$ cat config.mk
export PLATFORM = sky130hd
export DESIGN_NAME = psr_front
export DESIGN_NICKNAME = d
export VERILOG_FILES = /design/src/rtl/core/psr_pkg.sv /design/src/rtl/core/psr_front.sv
export VERILOG_INCLUDE_DIRS = /design/src /design/src/rtl/core
export SDC_FILE = /design/constraint.sdc
export NUM_CORES = 1
export LEC_CHECK = 0
export CAP_MARGIN = 25
export CELL_PAD_IN_SITES_DETAIL_PLACEMENT = 0
export CELL_PAD_IN_SITES_GLOBAL_PLACEMENT = 1
export CORE_UTILIZATION = 27
export CTS_CLUSTER_SIZE = 16
export DETAILED_ROUTE_END_ITERATION = 6
export DONT_BUFFER_PORTS = 1
export PLACE_DENSITY = 0.59
export SLEW_MARGIN = 20
export SYNTH_ARGS = -nofsm -noshare
export SYNTH_HDL_FRONTEND = slang
export SYNTH_SLANG_ARGS = --single-unit
export TNS_END_PERCENT = 100
$ cat constraint.sdc
create_clock -name i_clk -period 7.47 [get_ports i_clk]
set_input_delay 0.3735 -clock i_clk [delete_from_list [all_inputs] [get_ports i_clk]]
set_output_delay 0.3735 -clock i_clk [all_outputs]
set_load 0.03 [all_outputs]
$ cat src/rtl/core/psi_section_reassembler_unit_assert.svh
// Assertion macros shared by the section reassembler RTL.
// Depends on i_clk and i_rst_n being present in the including module.
`ifndef PSI_SECTION_REASSEMBLER_UNIT_ASSERT_SVH
`define PSI_SECTION_REASSEMBLER_UNIT_ASSERT_SVH

// Same-cycle implication, checked outside reset.
`define PSR_ASSERT_IMP(label, ante, cons) \
    label: assert property (@(posedge i_clk) disable iff (!i_rst_n) (ante) |-> (cons)) \
        else $error("psr assertion failed");

// Next-cycle implication, checked outside reset.
`define PSR_ASSERT_NXT(label, ante, cons) \
    label: assert property (@(posedge i_clk) disable iff (!i_rst_n) (ante) |=> (cons)) \
        else $error("psr assertion failed");

`endif

$ cat src/rtl/core/psr_pkg.sv
// Shared types and constants for the PSI section reassembler.
// No dependencies.
package psr_pkg;

    localparam int BUF_BYTES_DEF = 4096;
    localparam int PACKET_BYTES  = 188;
    localparam int ADDR_MAX_W    = 13;   // covers stores up to 8192 bytes
    localparam int SECT_W        = 13;
    localparam int EXP_W         = 13;
    localparam int QUEUE_DEPTH   = 4;
    localparam int QPTR_W        = $clog2(QUEUE_DEPTH);
    localparam int QCNT_W        = $clog2(QUEUE_DEPTH + 1);

    localparam logic REQ_PUSH = 1'b0;
    localparam logic REQ_READ = 1'b1;

    localparam logic KIND_READY = 1'b0;
    localparam logic KIND_READ  = 1'b1;

    // One operation for the back end: store write, store read, ready report.
    typedef struct packed {
        logic                  wr_en;
        logic                  rd_en;
        logic                  rd_oob;
        logic                  rdy_en;
        logic [ADDR_MAX_W-1:0] addr;
        logic [7:0]            data;
        logic [SECT_W-1:0]     count;
    } t_cmd;

endpackage

$ cat src/rtl/core/psr_front.sv
// Front end: accepts requests, parses packet headers, tracks the open section.
// Depends on psr_pkg; issues t_cmd operations to the queue.
`include "psi_section_reassembler_unit_assert.svh"
module psr_front #(
    parameter int BUF_BYTES = psr_pkg::BUF_BYTES_DEF
) (
    input  logic         i_clk,
    input  logic         i_rst_n,
    input  logic         i_in_valid,
    output logic         o_in_ready,
    input  logic         i_req_type,
    input  logic [7:0]   i_data_byte,
    input  logic         i_packet_first,
    input  logic [11:0]  i_read_addr,
    input  logic         i_q_full,
    output logic         o_push,
    output psr_pkg::t_cmd o_cmd
);
    import psr_pkg::*;

    localparam int FW = $clog2(BUF_BYTES + 1);
    localparam int CW = (FW > EXP_W) ? FW : EXP_W;

    localparam logic [2:0] M_IGNORE   = 3'd0;
    localparam logic [2:0] M_HDR      = 3'd1;
    localparam logic [2:0] M_HDR_PUSI = 3'd2;
    localparam logic [2:0] M_CONT     = 3'd4;
    localparam logic [2:0] M_NEW      = 3'd5;
    localparam logic [2:0] M_CONT_AF  = 3'd6;
    localparam logic [2:0] M_NEW_AF   = 3'd7;

    logic [7:0]       r_idx,  n_idx;
    logic [2:0]       r_mode, n_mode;
    logic [8:0]       r_psa,  n_psa;
    logic [FW-1:0]    r_fill, n_fill;
    logic [EXP_W-1:0] r_exp,  n_exp;
    logic             r_open, n_open;

    logic [7:0]       bi;
    logic [2:0]       mode_now;
    logic [FW-1:0]    fill_now;
    logic [EXP_W-1:0] exp_now;
    logic [8:0]       off;
    logic             accept;

    assign o_in_ready = !i_q_full;
    assign accept     = i_in_valid && o_in_ready;
    assign bi         = 8'(r_idx + 8'd1);
    assign off        = 9'd5 + {1'b0, i_data_byte};

    always_comb begin
        n_idx    = r_idx;
        n_mode   = r_mode;
        n_psa    = r_psa;
        n_fill   = r_fill;
        n_exp    = r_exp;
        n_open   = r_open;
        mode_now = r_mode;
        fill_now = r_fill;
        exp_now  = r_exp;
        o_cmd    = '0;
        o_push   = 1'b0;
        if (accept) begin
            if (i_req_type == REQ_READ) begin
                o_push       = 1'b1;
                o_cmd.rd_en  = 1'b1;
                o_cmd.addr   = ADDR_MAX_W'(i_read_addr);
                o_cmd.rd_oob = ({20'd0, i_read_addr} >= 32'(BUF_BYTES));
            end else if (i_packet_first) begin
                n_idx  = '0;
                n_mode = M_HDR;
            end else if (r_mode != M_IGNORE) begin
                n_idx = bi;
                if (bi == 8'd1) begin
                    if (i_data_byte[7]) begin
                        // transport error: drop any partial section
                        n_fill = '0;
                        n_exp  = '0;
                        n_open = 1'b0;
                        n_mode = M_IGNORE;
                    end else if (i_data_byte[6]) begin
                        n_mode = M_HDR_PUSI;
                    end
                end else if (bi == 8'd3) begin
                    n_psa = 9'd4;
                    if (!i_data_byte[4]) begin
                        n_mode = M_IGNORE;
                    end else if (r_mode == M_HDR_PUSI) begin
                        n_fill = '0;
                        n_exp  = EXP_W'(3);
                        n_open = 1'b1;
                        n_mode = i_data_byte[5] ? M_NEW_AF : M_NEW;
                    end else if (r_open) begin
                        n_mode = i_data_byte[5] ? M_CONT_AF : M_CONT;
                    end else begin
                        n_mode = M_IGNORE;
                    end
                end else if (bi != 8'd2) begin
                    if (bi == 8'd4 && (r_mode == M_CONT_AF || r_mode == M_NEW_AF)) begin
                        n_psa    = (off > 9'(PACKET_BYTES)) ? 9'(PACKET_BYTES) : off;
                        mode_now = (r_mode == M_CONT_AF) ? M_CONT : M_NEW;
                    end else if ((r_mode == M_CONT || r_mode == M_NEW)
                                 && {1'b0, bi} >= r_psa) begin
                        if (r_mode == M_NEW) begin
                            if ({1'b0, bi} == 9'(r_psa + 9'd2)) begin
                                exp_now = EXP_W'(3) + {1'b0, i_data_byte[3:0], 8'h00};
                            end else if ({1'b0, bi} == 9'(r_psa + 9'd3)) begin
                                exp_now = r_exp + {5'd0, i_data_byte};
                            end
                        end
                        if (r_fill < FW'(BUF_BYTES)) begin
                            o_push      = 1'b1;
                            o_cmd.wr_en = 1'b1;
                            o_cmd.addr  = ADDR_MAX_W'(r_fill);
                            o_cmd.data  = i_data_byte;
                            fill_now    = r_fill + FW'(1);
                        end
                    end
                    n_mode = mode_now;
                    n_fill = fill_now;
                    n_exp  = exp_now;
                    // last byte of the packet: report a complete section
                    if (bi >= 8'(PACKET_BYTES - 1)) begin
                        if ((mode_now == M_CONT || mode_now == M_NEW)
                            && CW'(fill_now) >= CW'(exp_now)) begin
                            o_push       = 1'b1;
                            o_cmd.rdy_en = 1'b1;
                            o_cmd.count  = SECT_W'(fill_now);
                            n_fill       = '0;
                            n_open       = 1'b0;
                        end
                        n_mode = M_IGNORE;
                    end
                end
            end
        end
    end

    always_ff @(posedge i_clk) begin
        if (!i_rst_n) begin
            r_idx  <= '0;
            r_mode <= M_IGNORE;
            r_psa  <= 9'd4;
            r_fill <= '0;
            r_exp  <= '0;
            r_open <= 1'b0;
        end else begin
            r_idx  <= n_idx;
            r_mode <= n_mode;
            r_psa  <= n_psa;
            r_fill <= n_fill;
            r_exp  <= n_exp;
            r_open <= n_open;
        end
    end

    `PSR_ASSERT_IMP(a_mode_needs_open, r_mode[2], r_open)
    `PSR_ASSERT_IMP(a_fill_in_range, 1'b1, r_fill <= FW'(BUF_BYTES))
    `PSR_ASSERT_NXT(a_push_blocked_when_full, i_q_full, !$past(o_push))

endmodule

==> reports/summary.txt <==
Status: completed
Initial antenna violation count: 0
GRT Total Usage: 0.174
Netlist cell types: 75
Post-route ant nets: 0
DR vias/cell: 5.41
Worst Clk Skew: 6.67 ps
Die Y-Extent: 135 µm
Final worst path period share: 0.923
Final Max Slew Viols: 0
CTS max path bufs: 2
FP Rows: 48
TritonCTS Sinks: 47
Fillers: 1917
First-pass GRT wire length: 24100 µm
I/O Buffers: 0
Area taken by multi-input logic gates: 3540 µm²
WL final: 15400 µm
Setup_tns: 0 ps
TritonCTS buffer count: 5
Clock latency on the worst-skew pair: 300 ps
RSZ-0062 raised after global routing: false
CTS Root Cell: clkbuf_16
Critical-path maximum fanout: 14
Worst-margin pin slew: 990 ps
CP delay by family, top: simple AND/OR/NAND/NOR gates
Post-synth EDFFs: 0
Yosys reg bits: 47
Synth Flop Type: dfxtp_1
Tmin final: 6900 ps
# nets final: 689
Synth Area per Inst: 7.46 µm²
Pleak: 2.00 nW
R2R Path Start: r_idx[0]
ANT cells: 0
Crit path DAT: 6520 ps
Crit path from: r_idx[0]
Buf/Inv on CP: 1
Min-delay worst type: input pin to flip-flop
Post-synth top area cell: dfxtp_1
Max-Cap Viols: 0
CTS tree: built
# resized after CTS: 0
Initial core utilization: 0.276
Startpoint types: flip-flop
Fin. Hold Viols: 0
WS Path Type: flip-flop to output port
Largest net degree at the start of global routing: 23
DRT iter0 DRCs: 286
Gp weighted congestion: 0.842
F_max: 0.145 GHz
Synth async-reset ratio: 0
Pre-CTS WS: 921 ps
First-pass detailed-route iteration total: 5
Worst path cell trace: ha_1, nand3_1, o21ai_0, nand2_1, ha_1, and4_1, o21ai_0, o211a_1, or3_1, nor3_2, mux2_2, nand2_1, ha_1, a21o_1, a21oi_1, o21ai_0, o2111ai_1, a21oi_1, o2111ai_1, buf_4, or2_2, nor2b_1
Worst path max stage delay: 550 ps
Reg2reg end: r_fill[11]
Hold_ws: 146 ps
Largest cells by area after synthesis: dfxtp_1 20%, ha_1 11%, nand2_1 5.2%
Detailed Place HPWL: 12200 µm
Worst r2r path cells: 21
Cell Pwr Density: 109 nW/µm²
Layout cells sized above 1: 0.0691
Crit. End Element: output port
Die W: 135 µm
Warnings from Yosys: 0
H-tree levels: 2
Slowest-stage cell, CP: nor3_2
Crit. path cell count: 22
Remaining Overflow, GRT: 0
Die area: 18200 µm²
Vias: 4583
Drt drc: 0
Area grow syn2layout: 7.49%
Worst Path Required: 7100 ps
Maximum vdd drop: 0.0746 mV
Setup violators final: 0
Mapped Cells: 640
WL/cell: 18.2 µm
# IOs: 66
Clk slew on worst S/H paths: 70 ps
Register Area: 941 µm²
Syn Std Cell Area: 4780 µm²
Final WS setup: 573 ps
Vias in the first global route: 4340
Post-CTS setup buffer count: 0
Max transition margin: 0.335
Core area: 17300 µm²
Critical Path End: o_cmd[12]
Top-area cell type share of the netlist area: 0.197
Sequential share of the synthesized area: 0.197
CTS Hold Bufs: 0
Flop2flop setup slack: 1460 ps
==> power by group <==
| part | internal [mW] | switching, mW | leakage, nW |
|---|---|---|---|
| Clock | 0.167 | 0.106 | 0.0868 |
| Combinational | 0.0106 | 0.0252 | 1.53 |
| Sequential | 0.251 | 0.000388 | 0.378 |
| Total | 0.428 | 0.132 | 2.00 |
==> kinds of logic (layout without fill, tap and decap cells) <==
| family | count (synthesis) | in the layout | synth area share |
|---|---|---|---|
| muxes | 11 | 11 | 0.0246 |
| other | 1 | 2 | 0.000785 |
| and+or+nand+nor | 250 | 250 | 0.271 |
| AOI/OAI and AO/OA | 171 | 171 | 0.243 |
| xor gates and xnor gates | 42 | 42 | 0.0854 |
| buffers and inverters | 76 | 57 | 0.0663 |
| adders and majority gates | 42 | 42 | 0.112 |
| DFF | 47 | 47 | 0.197 |
==> placed cells by master, fill, tap and decap left out, types with 6 or more instances in the layout <==
cell,n
a21o_1,11
a21oi_1,29
a22o_1,13
a31oi_1,10
a32o_1,7
and2_1,12
and4_1,11
dfxtp_1,47
ha_1,41
inv_1,45
mux2_2,6
nand2_1,66
nand3_1,20
nand4_1,7
nor2_1,50
nor3_1,22
o211ai_1,8
o21a_1,6
o21ai_0,44
or2_2,6
or3_1,9
xnor2_1,19
xor2_1,20
==> registers in the layout (all words and copies together), names as in the netlist <==
register and cells:
r_mode 3, r_psa 9, r_open 1, r_fill 13, r_exp 13, r_idx 8
==> routing by layer <==
| layer | wire length (µm) | track usage | part of all wire | vias to the layer above |
|---|---|---|---|---|
| met1 | 7270 | 0.223 | 0.47 | 2167 |
| met4 | 546 | 0.0743 | 0.035 | 0 |
| met2 | 7130 | 0.290 | 0.46 | 118 |
| met5 | 0 | 0 | 0 | - |
| met3 | 500 | 0.0248 | 0.032 | 26 |
| li1 | - | - | - | 2272 |
==> worst min path at each step <==
stage	depth (start not counted)	start	end	slack (ps)
2_1_floorplan	2	r_open	r_open	430
3_3_place_gp	1	i_rst_n	r_psa[2]	450
3_5_place_dp	1	i_rst_n	r_psa[2]	450
4_1_cts	1	i_rst_n	r_psa[2]	140
5_1_grt	1	i_rst_n	r_psa[2]	150
6_report	1	i_rst_n	r_psa[2]	150
==> final cells by class <==
class                      count  area share
sequential                    47       0.183
timing repair buffer           4     0.00658
inverter                      45      0.0329
multi-input combinational    518       0.689
clock inverter                 2     0.00682
clock buffer                   6      0.0270
tap                          225      0.0548
==> synth_stat cells (12+ instances only) <==
library cell,number
nor2_1,53
inv_1,45
ha_1,41
o21ai_0,44
clkbuf_1,18
a22o_1,13
xnor2_1,19
nor3_1,23
nand2_1,66
nand3_1,20
and2_1,12
a21oi_1,29
xor2_1,20
dfxtp_1,47
==> stage by stage <==
stage,area [µm²],instances,power [mW],utilization
6_report,5130,847,0.560,0.297
5_1_grt,5130,847,0.578,0.297
4_1_cts,5120,846,0.568,0.296
3_5_place_dp,4940,838,0.292,0.286
3_3_place_gp,4940,838,0.292,0.286
2_1_floorplan,4780,641,0.287,-
No activity file was read; power rests on OpenSTA's default activity.
