$ cat config.mk
export PLATFORM = sky130hd
export DESIGN_NAME = psr_fifo
export DESIGN_NICKNAME = d
export VERILOG_FILES = /design/src/rtl/core/psr_pkg.sv /design/src/rtl/core/psr_fifo.sv
export VERILOG_INCLUDE_DIRS = /design/src /design/src/rtl/core
export SDC_FILE = /design/constraint.sdc
export NUM_CORES = 1
export LEC_CHECK = 0
export BUFFER_PORTS_ARGS = -buffer_cell sky130_fd_sc_hd__buf_2
export CAP_MARGIN = 25
export CORE_ASPECT_RATIO = 0.75
export CORE_MARGIN = 2
export CORE_UTILIZATION = 40
export CTS_CLUSTER_DIAMETER = 150
export DETAILED_ROUTE_END_ITERATION = 8
export PLACE_DENSITY = 0.56
export REMOVE_ABC_BUFFERS = 1
export SYNTH_ARGS = -nofsm -noshare
export SYNTH_HDL_FRONTEND = slang
export SYNTH_SLANG_ARGS = --single-unit
$ cat constraint.sdc
create_clock -name i_clk -period 6 [get_ports i_clk]
set_clock_uncertainty 0.2 [all_clocks]
set_input_delay 0 -clock i_clk [delete_from_list [all_inputs] [get_ports i_clk]]
set_output_delay 0 -clock i_clk [all_outputs]
set_load 0.02 [all_outputs]
$ cat src/rtl/core/psi_section_reassembler_unit_assert.svh
// Assertion macros shared by the section reassembler RTL.
// Depends on i_clk and i_rst_n being present in the including module.
`ifndef PSI_SECTION_REASSEMBLER_UNIT_ASSERT_SVH
`define PSI_SECTION_REASSEMBLER_UNIT_ASSERT_SVH

// Same-cycle implication, checked outside reset.
`define PSR_ASSERT_IMP(label, ante, cons) \
    label: assert property (@(posedge i_clk) disable iff (!i_rst_n) (ante) |-> (cons)) \
        else $error("psr assertion failed");

// Next-cycle implication, checked outside reset.
`define PSR_ASSERT_NXT(label, ante, cons) \
    label: assert property (@(posedge i_clk) disable iff (!i_rst_n) (ante) |=> (cons)) \
        else $error("psr assertion failed");

`endif

$ cat src/rtl/core/psr_pkg.sv
// Shared types and constants for the PSI section reassembler.
// No dependencies.
package psr_pkg;

    localparam int BUF_BYTES_DEF = 4096;
    localparam int PACKET_BYTES  = 188;
    localparam int ADDR_MAX_W    = 13;   // covers stores up to 8192 bytes
    localparam int SECT_W        = 13;
    localparam int EXP_W         = 13;
    localparam int QUEUE_DEPTH   = 4;
    localparam int QPTR_W        = $clog2(QUEUE_DEPTH);
    localparam int QCNT_W        = $clog2(QUEUE_DEPTH + 1);

    localparam logic REQ_PUSH = 1'b0;
    localparam logic REQ_READ = 1'b1;

    localparam logic KIND_READY = 1'b0;
    localparam logic KIND_READ  = 1'b1;

    // One operation for the back end: store write, store read, ready report.
    typedef struct packed {
        logic                  wr_en;
        logic                  rd_en;
        logic                  rd_oob;
        logic                  rdy_en;
        logic [ADDR_MAX_W-1:0] addr;
        logic [7:0]            data;
        logic [SECT_W-1:0]     count;
    } t_cmd;

endpackage

$ cat src/rtl/core/psr_fifo.sv
// Short operation queue between the front and back ends.
// Depends on psr_pkg for t_cmd and the queue depth.
`include "psi_section_reassembler_unit_assert.svh"
module psr_fifo (
    input  logic          i_clk,
    input  logic          i_rst_n,
    input  logic          i_push,
    input  psr_pkg::t_cmd i_cmd,
    output logic          o_full,
    output logic          o_valid,
    output psr_pkg::t_cmd o_cmd,
    input  logic          i_pop
);
    import psr_pkg::*;

    t_cmd              r_entry [QUEUE_DEPTH];
    logic [QPTR_W-1:0] r_wr, r_rd;
    logic [QCNT_W-1:0] r_count;
    logic              pop;

    assign o_full  = (r_count == QCNT_W'(QUEUE_DEPTH));
    assign o_valid = (r_count != '0);
    assign o_cmd   = r_entry[r_rd];
    assign pop     = i_pop && o_valid;

    always_ff @(posedge i_clk) begin
        if (i_push) begin
            r_entry[r_wr] <= i_cmd;
        end
    end

    always_ff @(posedge i_clk) begin
        if (!i_rst_n) begin
            r_wr    <= '0;
            r_rd    <= '0;
            r_count <= '0;
        end else begin
            if (i_push) begin
                r_wr <= r_wr + QPTR_W'(1);
            end
            if (pop) begin
                r_rd <= r_rd + QPTR_W'(1);
            end
            case ({i_push, pop})
                2'b10:   r_count <= r_count + QCNT_W'(1);
                2'b01:   r_count <= r_count - QCNT_W'(1);
                default: r_count <= r_count;
            endcase
        end
    end

    `PSR_ASSERT_NXT(a_count_up, i_push && !pop, r_count == $past(r_count) + QCNT_W'(1))
    `PSR_ASSERT_NXT(a_count_down, pop && !i_push, r_count == $past(r_count) - QCNT_W'(1))

endmodule

==> qor.yml, run 1 <==
critical-path-top-delay-family: "buffers and inverters"
p_per_area_mw_per_mm2: 383.4
nFillCells: 1171
routed_via_density: 4.792
tritoncts: "built"
synth_cell_types: 23
cp.arrival_ns: 2.33
dpl.hpwl_um: 6567
fp.dieW_um: 145.0
peakVddDrop_v: 0.0002322
nets: 432
dr.pass1.iters: 4
synth_enable_flop_cells: 152
slew_violations: 0
clock_sinks: 161
wirelength_um: 10700
grt_max_degree: 32
path_depth: 3
post_dp_cell_area_mm2: 0.006664
cts_inserted_buffers: 17
maxSlewHeadroom_pct: 56.74
tns_ns: 0
dieArea_mm2: 0.01591
rows: 38
antenna_found_initial: 0
overflow: 0
synthTopCellsByCount: "edfxtp_1, mux4_2, dfxtp_1"
drtAntennaViolNets: 0
slowest_delay_ns: 0.63
die_h_um: 109.7
dr.first_iter.drc_count: 200
route.detailed.drc: 0
endpoint_kind: "output pin"
gp_congestion: 0.7134
htreeDepth: 4
grt_setup_unrepaired: "no"
final_area_mm2: 0.007632
hold_viol: 0
worst_pin_slew_ns: 0.6489
endpoint: "o_cmd[19]"
crit_path_max_fanout: 31
drive_gt1_share_pct: 40.55
synth_top_area_cell: "edfxtp_1"
diodes: 0
yosys_warnings: 0
area_delta_synth_final_pct: 27.99
r2r.worst_path.cells: 7
coreArea_mm2: 0.01450
yosysMostFrequentCell: "edfxtp_1"
leakagePower_nw: 2.610
netlist_area_mm2: 0.005963
fmax_ghz: 0.3956
syn_inst: 245
async_flop_share_pct: 0
setup_viol: 0
rrSetupSlack_ns: 3.89
synth_top_area_share_pct: 76.54
min_period_over_period_pct: 42.13
start_util_pct: 41.12
clk_path_buf_depth: 2
grt_pass1_wl_um: 17120
cp.required_ns: 5.80
synth_seq_cells: 161
synth_ff_type: "edfxtp_1"
cts_root_buffer: "clkbuf_16"
wl_per_cell_um: 17.92
slowest_stage: "mux4_2"
syn_area_per_cell_um2: 24.34
critPathLaunchType: "register"
cap_violations: 0
worstReg2RegStart: "r_count[0]$_SDFFE_PN0P_"
fin_crit_ns: 2.528
grtUsageTotal_pct: 14.73
ios: 82
post-cts-setup-buffers: 0
synth_area_leaders: "edfxtp_1, mux4_2, dfxtp_1"
crit_chain: "buf_4 -> mux4_2 -> buf_2"
crit_buf_inv: 2
io_buffers: 81
setup.worst_path.class: "register to output pin"
status: "finished clean"
reg2reg_to: "r_count[2]$_SDFFE_PN0P_"
cts.clk_slew.worst_paths_ns: 0.06
vias: 2861
hold_ws_ns: 0.1381
clk_latency_ns: 0.41
hp-class: "input port to register"
seq_area_frac_synth_pct: 79.56
grt_pass1_vias: 3097
[metal layers]
metal | vias to the layer above | global-route usage (%) | wire length (µm)
li1 | 1305 | - | -
met1 | 1469 | 20.39 | 5132
met2 | 80 | 22.28 | 4968
met3 | 7 | 4.647 | 509
met4 | 0 | 5.304 | 91
met5 | - | 0 | 0
[worst min path at each step]
stage              start                  endpoint  slack, ns  cells past startpoint
6_report        i_cmd[8]   r_entry[1][8]$_DFFE_PP_       0.14                      2
5_1_grt        i_cmd[31]  r_entry[3][31]$_DFFE_PP_       0.14                      2
4_1_cts         i_cmd[8]   r_entry[1][8]$_DFFE_PP_       0.12                      2
3_5_place_dp    i_cmd[8]   r_entry[1][8]$_DFFE_PP_       0.02                      1
3_3_place_gp   i_cmd[25]  r_entry[3][25]$_DFFE_PP_       0.02                      1
2_1_floorplan   i_cmd[0]   r_entry[0][0]$_DFFE_PP_      -0.10                      0
[what timing repair did]
item,CTS,global route
endpoints found under the hold margin,162,0
resized for setup,0,0
hold buffers,41,0
[cell usage in the layout, fill, tap and decap left out, types with 3 or more instances in the layout]
| cell | n |
|---|---|
| and2_1 | 4 |
| and2_2 | 4 |
| buf_12 | 4 |
| buf_2 | 81 |
| clkbuf_16 | 17 |
| dfxtp_1 | 7 |
| dlygate4sd3_1 | 41 |
| edfxtp_1 | 152 |
| ha_1 | 5 |
| inv_1 | 6 |
| inv_6 | 6 |
| mux4_2 | 38 |
| nor2b_1 | 3 |
| xnor2_1 | 3 |
[metrics by stage]
| stage | instances | setup slack [ns] | util [%] | total power [mW] |
|---|---|---|---|---|
| after floorplan | 237 | 3.387 | - | 1.741 |
| after global placement | 519 | 3.825 | 45.21 | 1.921 |
| after detailed placement | 524 | 3.828 | 45.95 | 1.937 |
| after CTS | 597 | 3.379 | 52.63 | 2.970 |
| after global routing | 597 | 3.302 | 52.63 | 3.062 |
| final | 597 | 3.472 | 52.63 | 2.926 |
[power by group]
part | internal, mW | switching, mW | total, mW
logic | 0.269 | 0.310 | 0.579
registers | 1.30 | 0.0408 | 1.34
clock network | 0.575 | 0.432 | 1.01
total | 2.14 | 0.784 | 2.93
[kinds of logic (layout without fill, tap and decap cells)]
group,Yosys count,in the layout,synth area share (%)
buffers and inverters,14,166,1.678
and+or+nand+nor,15,15,1.532
xor gates and xnor gates,5,5,0.7345
AOI/OAI and AO/OA,5,5,0.5876
DFF,161,161,79.56
adders and majority gates,6,6,1.385
muxes,39,39,14.52
[state kept, by name (all words and copies together), names as in the netlist, named ones only]
signal   count
r_entry    152
r_count      3
r_rd         2
r_wr         2
[area by class of cell]
type                       count  area [µm²]  area share [%]
sequential                   161        4747           62.20
multi-input combinational     70        1124           14.72
timing repair buffer         128       930.9           12.20
clock buffer                  17       425.4           5.574
tap                          200       250.2           3.279
clock inverter                15       132.6           1.738
inverter                       6       22.52          0.2951
Note: power is estimated with default switching activity, not from simulation.
==> run 2, diff against run 1 <==
Settings changed: ABC_AREA from default to 1, PLACE_DENSITY 0.56 to 0.58.
Clock period 6 ns to 2.3 ns, I/O delays scaled along.
==> run 2 against run 1 <==
Against the previous run:
- utilization fell by 1.4 points
- worst hold slack got worse by 0.0042 ns
- die area rose by 2.4%
- cell count rose by 31%
- sequential share of layout area fell by 0.72 points
- combinational power rose to 2.6 times the previous value
- global-route usage rose by 1.0 points
- largest cell class unchanged
==> qor.yml, run 2 <==
final_area_mm2: 0.007720
clock_sinks: 161
drive_gt1_share_pct: 22.74
die_h_um: 111.0
slew_violations: 0
p_per_area_mw_per_mm2: 979.9
final_cell_mix: "edfxtp_1, nor2_1, buf_2"
grt_pass1_vias: 3777
worstReg2RegStart: "r_count[1]$_SDFFE_PN0P_"
final_cell_count_no_fill: 781
status: "finished clean"
r2r.worst_path.cells: 13
rows: 39
dr.pass1.iters: 5
synth_enable_flop_cells: 152
cts_root_buffer: "clkbuf_16"
yosys_warnings: 0
synthTopCellsByCount: "edfxtp_1, nor2_1, o21ai_0"
cts.clk_slew.worst_paths_ns: 0.06
clk_latency_ns: 0.41
dieArea_mm2: 0.01629
cts_inserted_buffers: 17
min_period_over_period_pct: 91.67
vias: 3842
slowest_delay_ns: 0.44
dr.first_iter.drc_count: 234
setup_viol: 0
worst_pin_slew_ns: 0.5177
hold_ws_ns: 0.1338
tritoncts: "built"
route.detailed.drc: 0
async_flop_share_pct: 0
dpl.hpwl_um: 7389
final_common_cell: "edfxtp_1"
io_buffers: 81
grtUsageTotal_pct: 15.75
fmax_ghz: 0.4743
fin_util_pct: 51.20
fin_ws_ns: 0.1915
post_dp_cell_area_mm2: 0.006749
largest_register_ffs: 152
endpoint: "o_cmd[9]"
routed_via_density: 4.919
maxSlewHeadroom_pct: 65.49
coreArea_mm2: 0.01508
netlist_area_mm2: 0.006110
wl_per_cell_um: 16.24
synth_top_area_cell: "edfxtp_1"
antenna_found_initial: 0
nets: 611
power_mw: 7.564
fp.dieW_um: 146.7
synth_top_area_share_pct: 74.71
tns_ns: 0
reg2reg_to: "r_count[2]$_SDFFE_PN0P_"
start_util_pct: 40.52
yosysMostFrequentCell: "edfxtp_1"
ios: 82
synth_area_leaders: "edfxtp_1, o21ai_0, nor2_1"
crit_path_max_fanout: 50
grt_setup_unrepaired: "no"
regMostFlops: "r_entry"
fin_crit_ns: 2.108
dp_slack_ns: 0.3531
overflow: 0
synth_cell_types: 19
clk_path_buf_depth: 2
synth_ff_type: "edfxtp_1"
peakVddDrop_v: 0.0005963
endpoint_kind: "output pin"
cts_resized: 0
grt_pass1_wl_um: 19340
grt_max_degree: 51
reg_top3: "r_entry: 152 flops, r_count: 3 flops"
rrSetupSlack_ns: 0.34
setup.worst_path.class: "register to output pin"
hold_viol: 0
htreeDepth: 4
placed_cells: 708
area_delta_synth_final_pct: 26.36
seq_area_frac_synth_pct: 77.66
critPathLaunchType: "register"
gp_congestion: 0.7152
leakagePower_nw: 2.798
syn_area_per_cell_um2: 14.08
syn_inst: 434
synth_seq_cells: 161
cp.required_ns: 2.10
cap_violations: 0
slowest_stage: "buf_4"
drtAntennaViolNets: 0
wirelength_um: 12680
diodes: 0
hp-class: "input port to register"
crit_chain: "buf_4 -> o21ai_0 -> o22ai_1 -> buf_2"
cp.arrival_ns: 1.91
run 2: changes by cell type after synthesis, sizes merged, moves of 13 or more:
cell | before | now
mux4 | 38 | 0
nor2 | 0 | 82
inv | 6 | 19
nand2 | 1 | 15
o22ai | 0 | 38
o21ai | 2 | 80
run 2: how the worst min path moves through the flow:
stage,depth (start not counted),to,start
2_1_floorplan,0,r_entry[0][0]$_DFFE_PP_,i_cmd[0]
3_3_place_gp,1,r_entry[2][6]$_DFFE_PP_,i_cmd[6]
3_5_place_dp,1,r_entry[2][19]$_DFFE_PP_,i_cmd[19]
4_1_cts,2,r_entry[2][34]$_DFFE_PP_,i_cmd[34]
5_1_grt,2,r_entry[2][10]$_DFFE_PP_,i_cmd[10]
6_report,2,r_entry[2][37]$_DFFE_PP_,i_cmd[37]
run 2: area by class of cell:
type	count	area [µm²]
Fill cell	1276	7358
Sequential cell	161	4746
Multi-Input combinational cell	230	1130
Timing Repair Buffer	134	955.9
Clock buffer	17	425.4
Tap cell	205	256.5
Clock inverter	15	135.1
Inverter	19	71.32
run 2: repair_timing:
action / 4_1_cts / 5_1_grt
hold buffers: 41 / 0
buffers inserted: 0 / 0
endpoints found under the hold margin: 166 / 0
run 2: cell families (layout without fill, tap and decap cells):
group,after synthesis,after routing,synth area share [%]
flops,161,161,77.66
compound gates,123,123,10.85
simple gates,101,101,6.287
buf+inv,43,185,3.850
fa+ha+maj,6,6,1.352
run 2: worst max-delay path: cells and delay by family (launching register included):
kind | cells | cell delay (ns)
buf+inv | 2 | 0.67
compound gates | 2 | 0.47
flops | 1 | 0.34
run 2: layer usage:
layer | vias up | track usage [%] | part of all wire, %
met5 | - | 0 | 0
met4 | 0 | 4.660 | 0.43
met3 | 4 | 4.527 | 5.2
li1 | 1866 | - | -
met2 | 101 | 24.79 | 47
met1 | 1871 | 21.47 | 48
run 2: where the power goes:
part	leakage, nW	switching [mW]	internal (mW)	total [mW]
registers	1.47	0.0490	3.36	3.41
logic	1.06	1.03	0.492	1.53
clock network	0.264	1.13	1.50	2.63
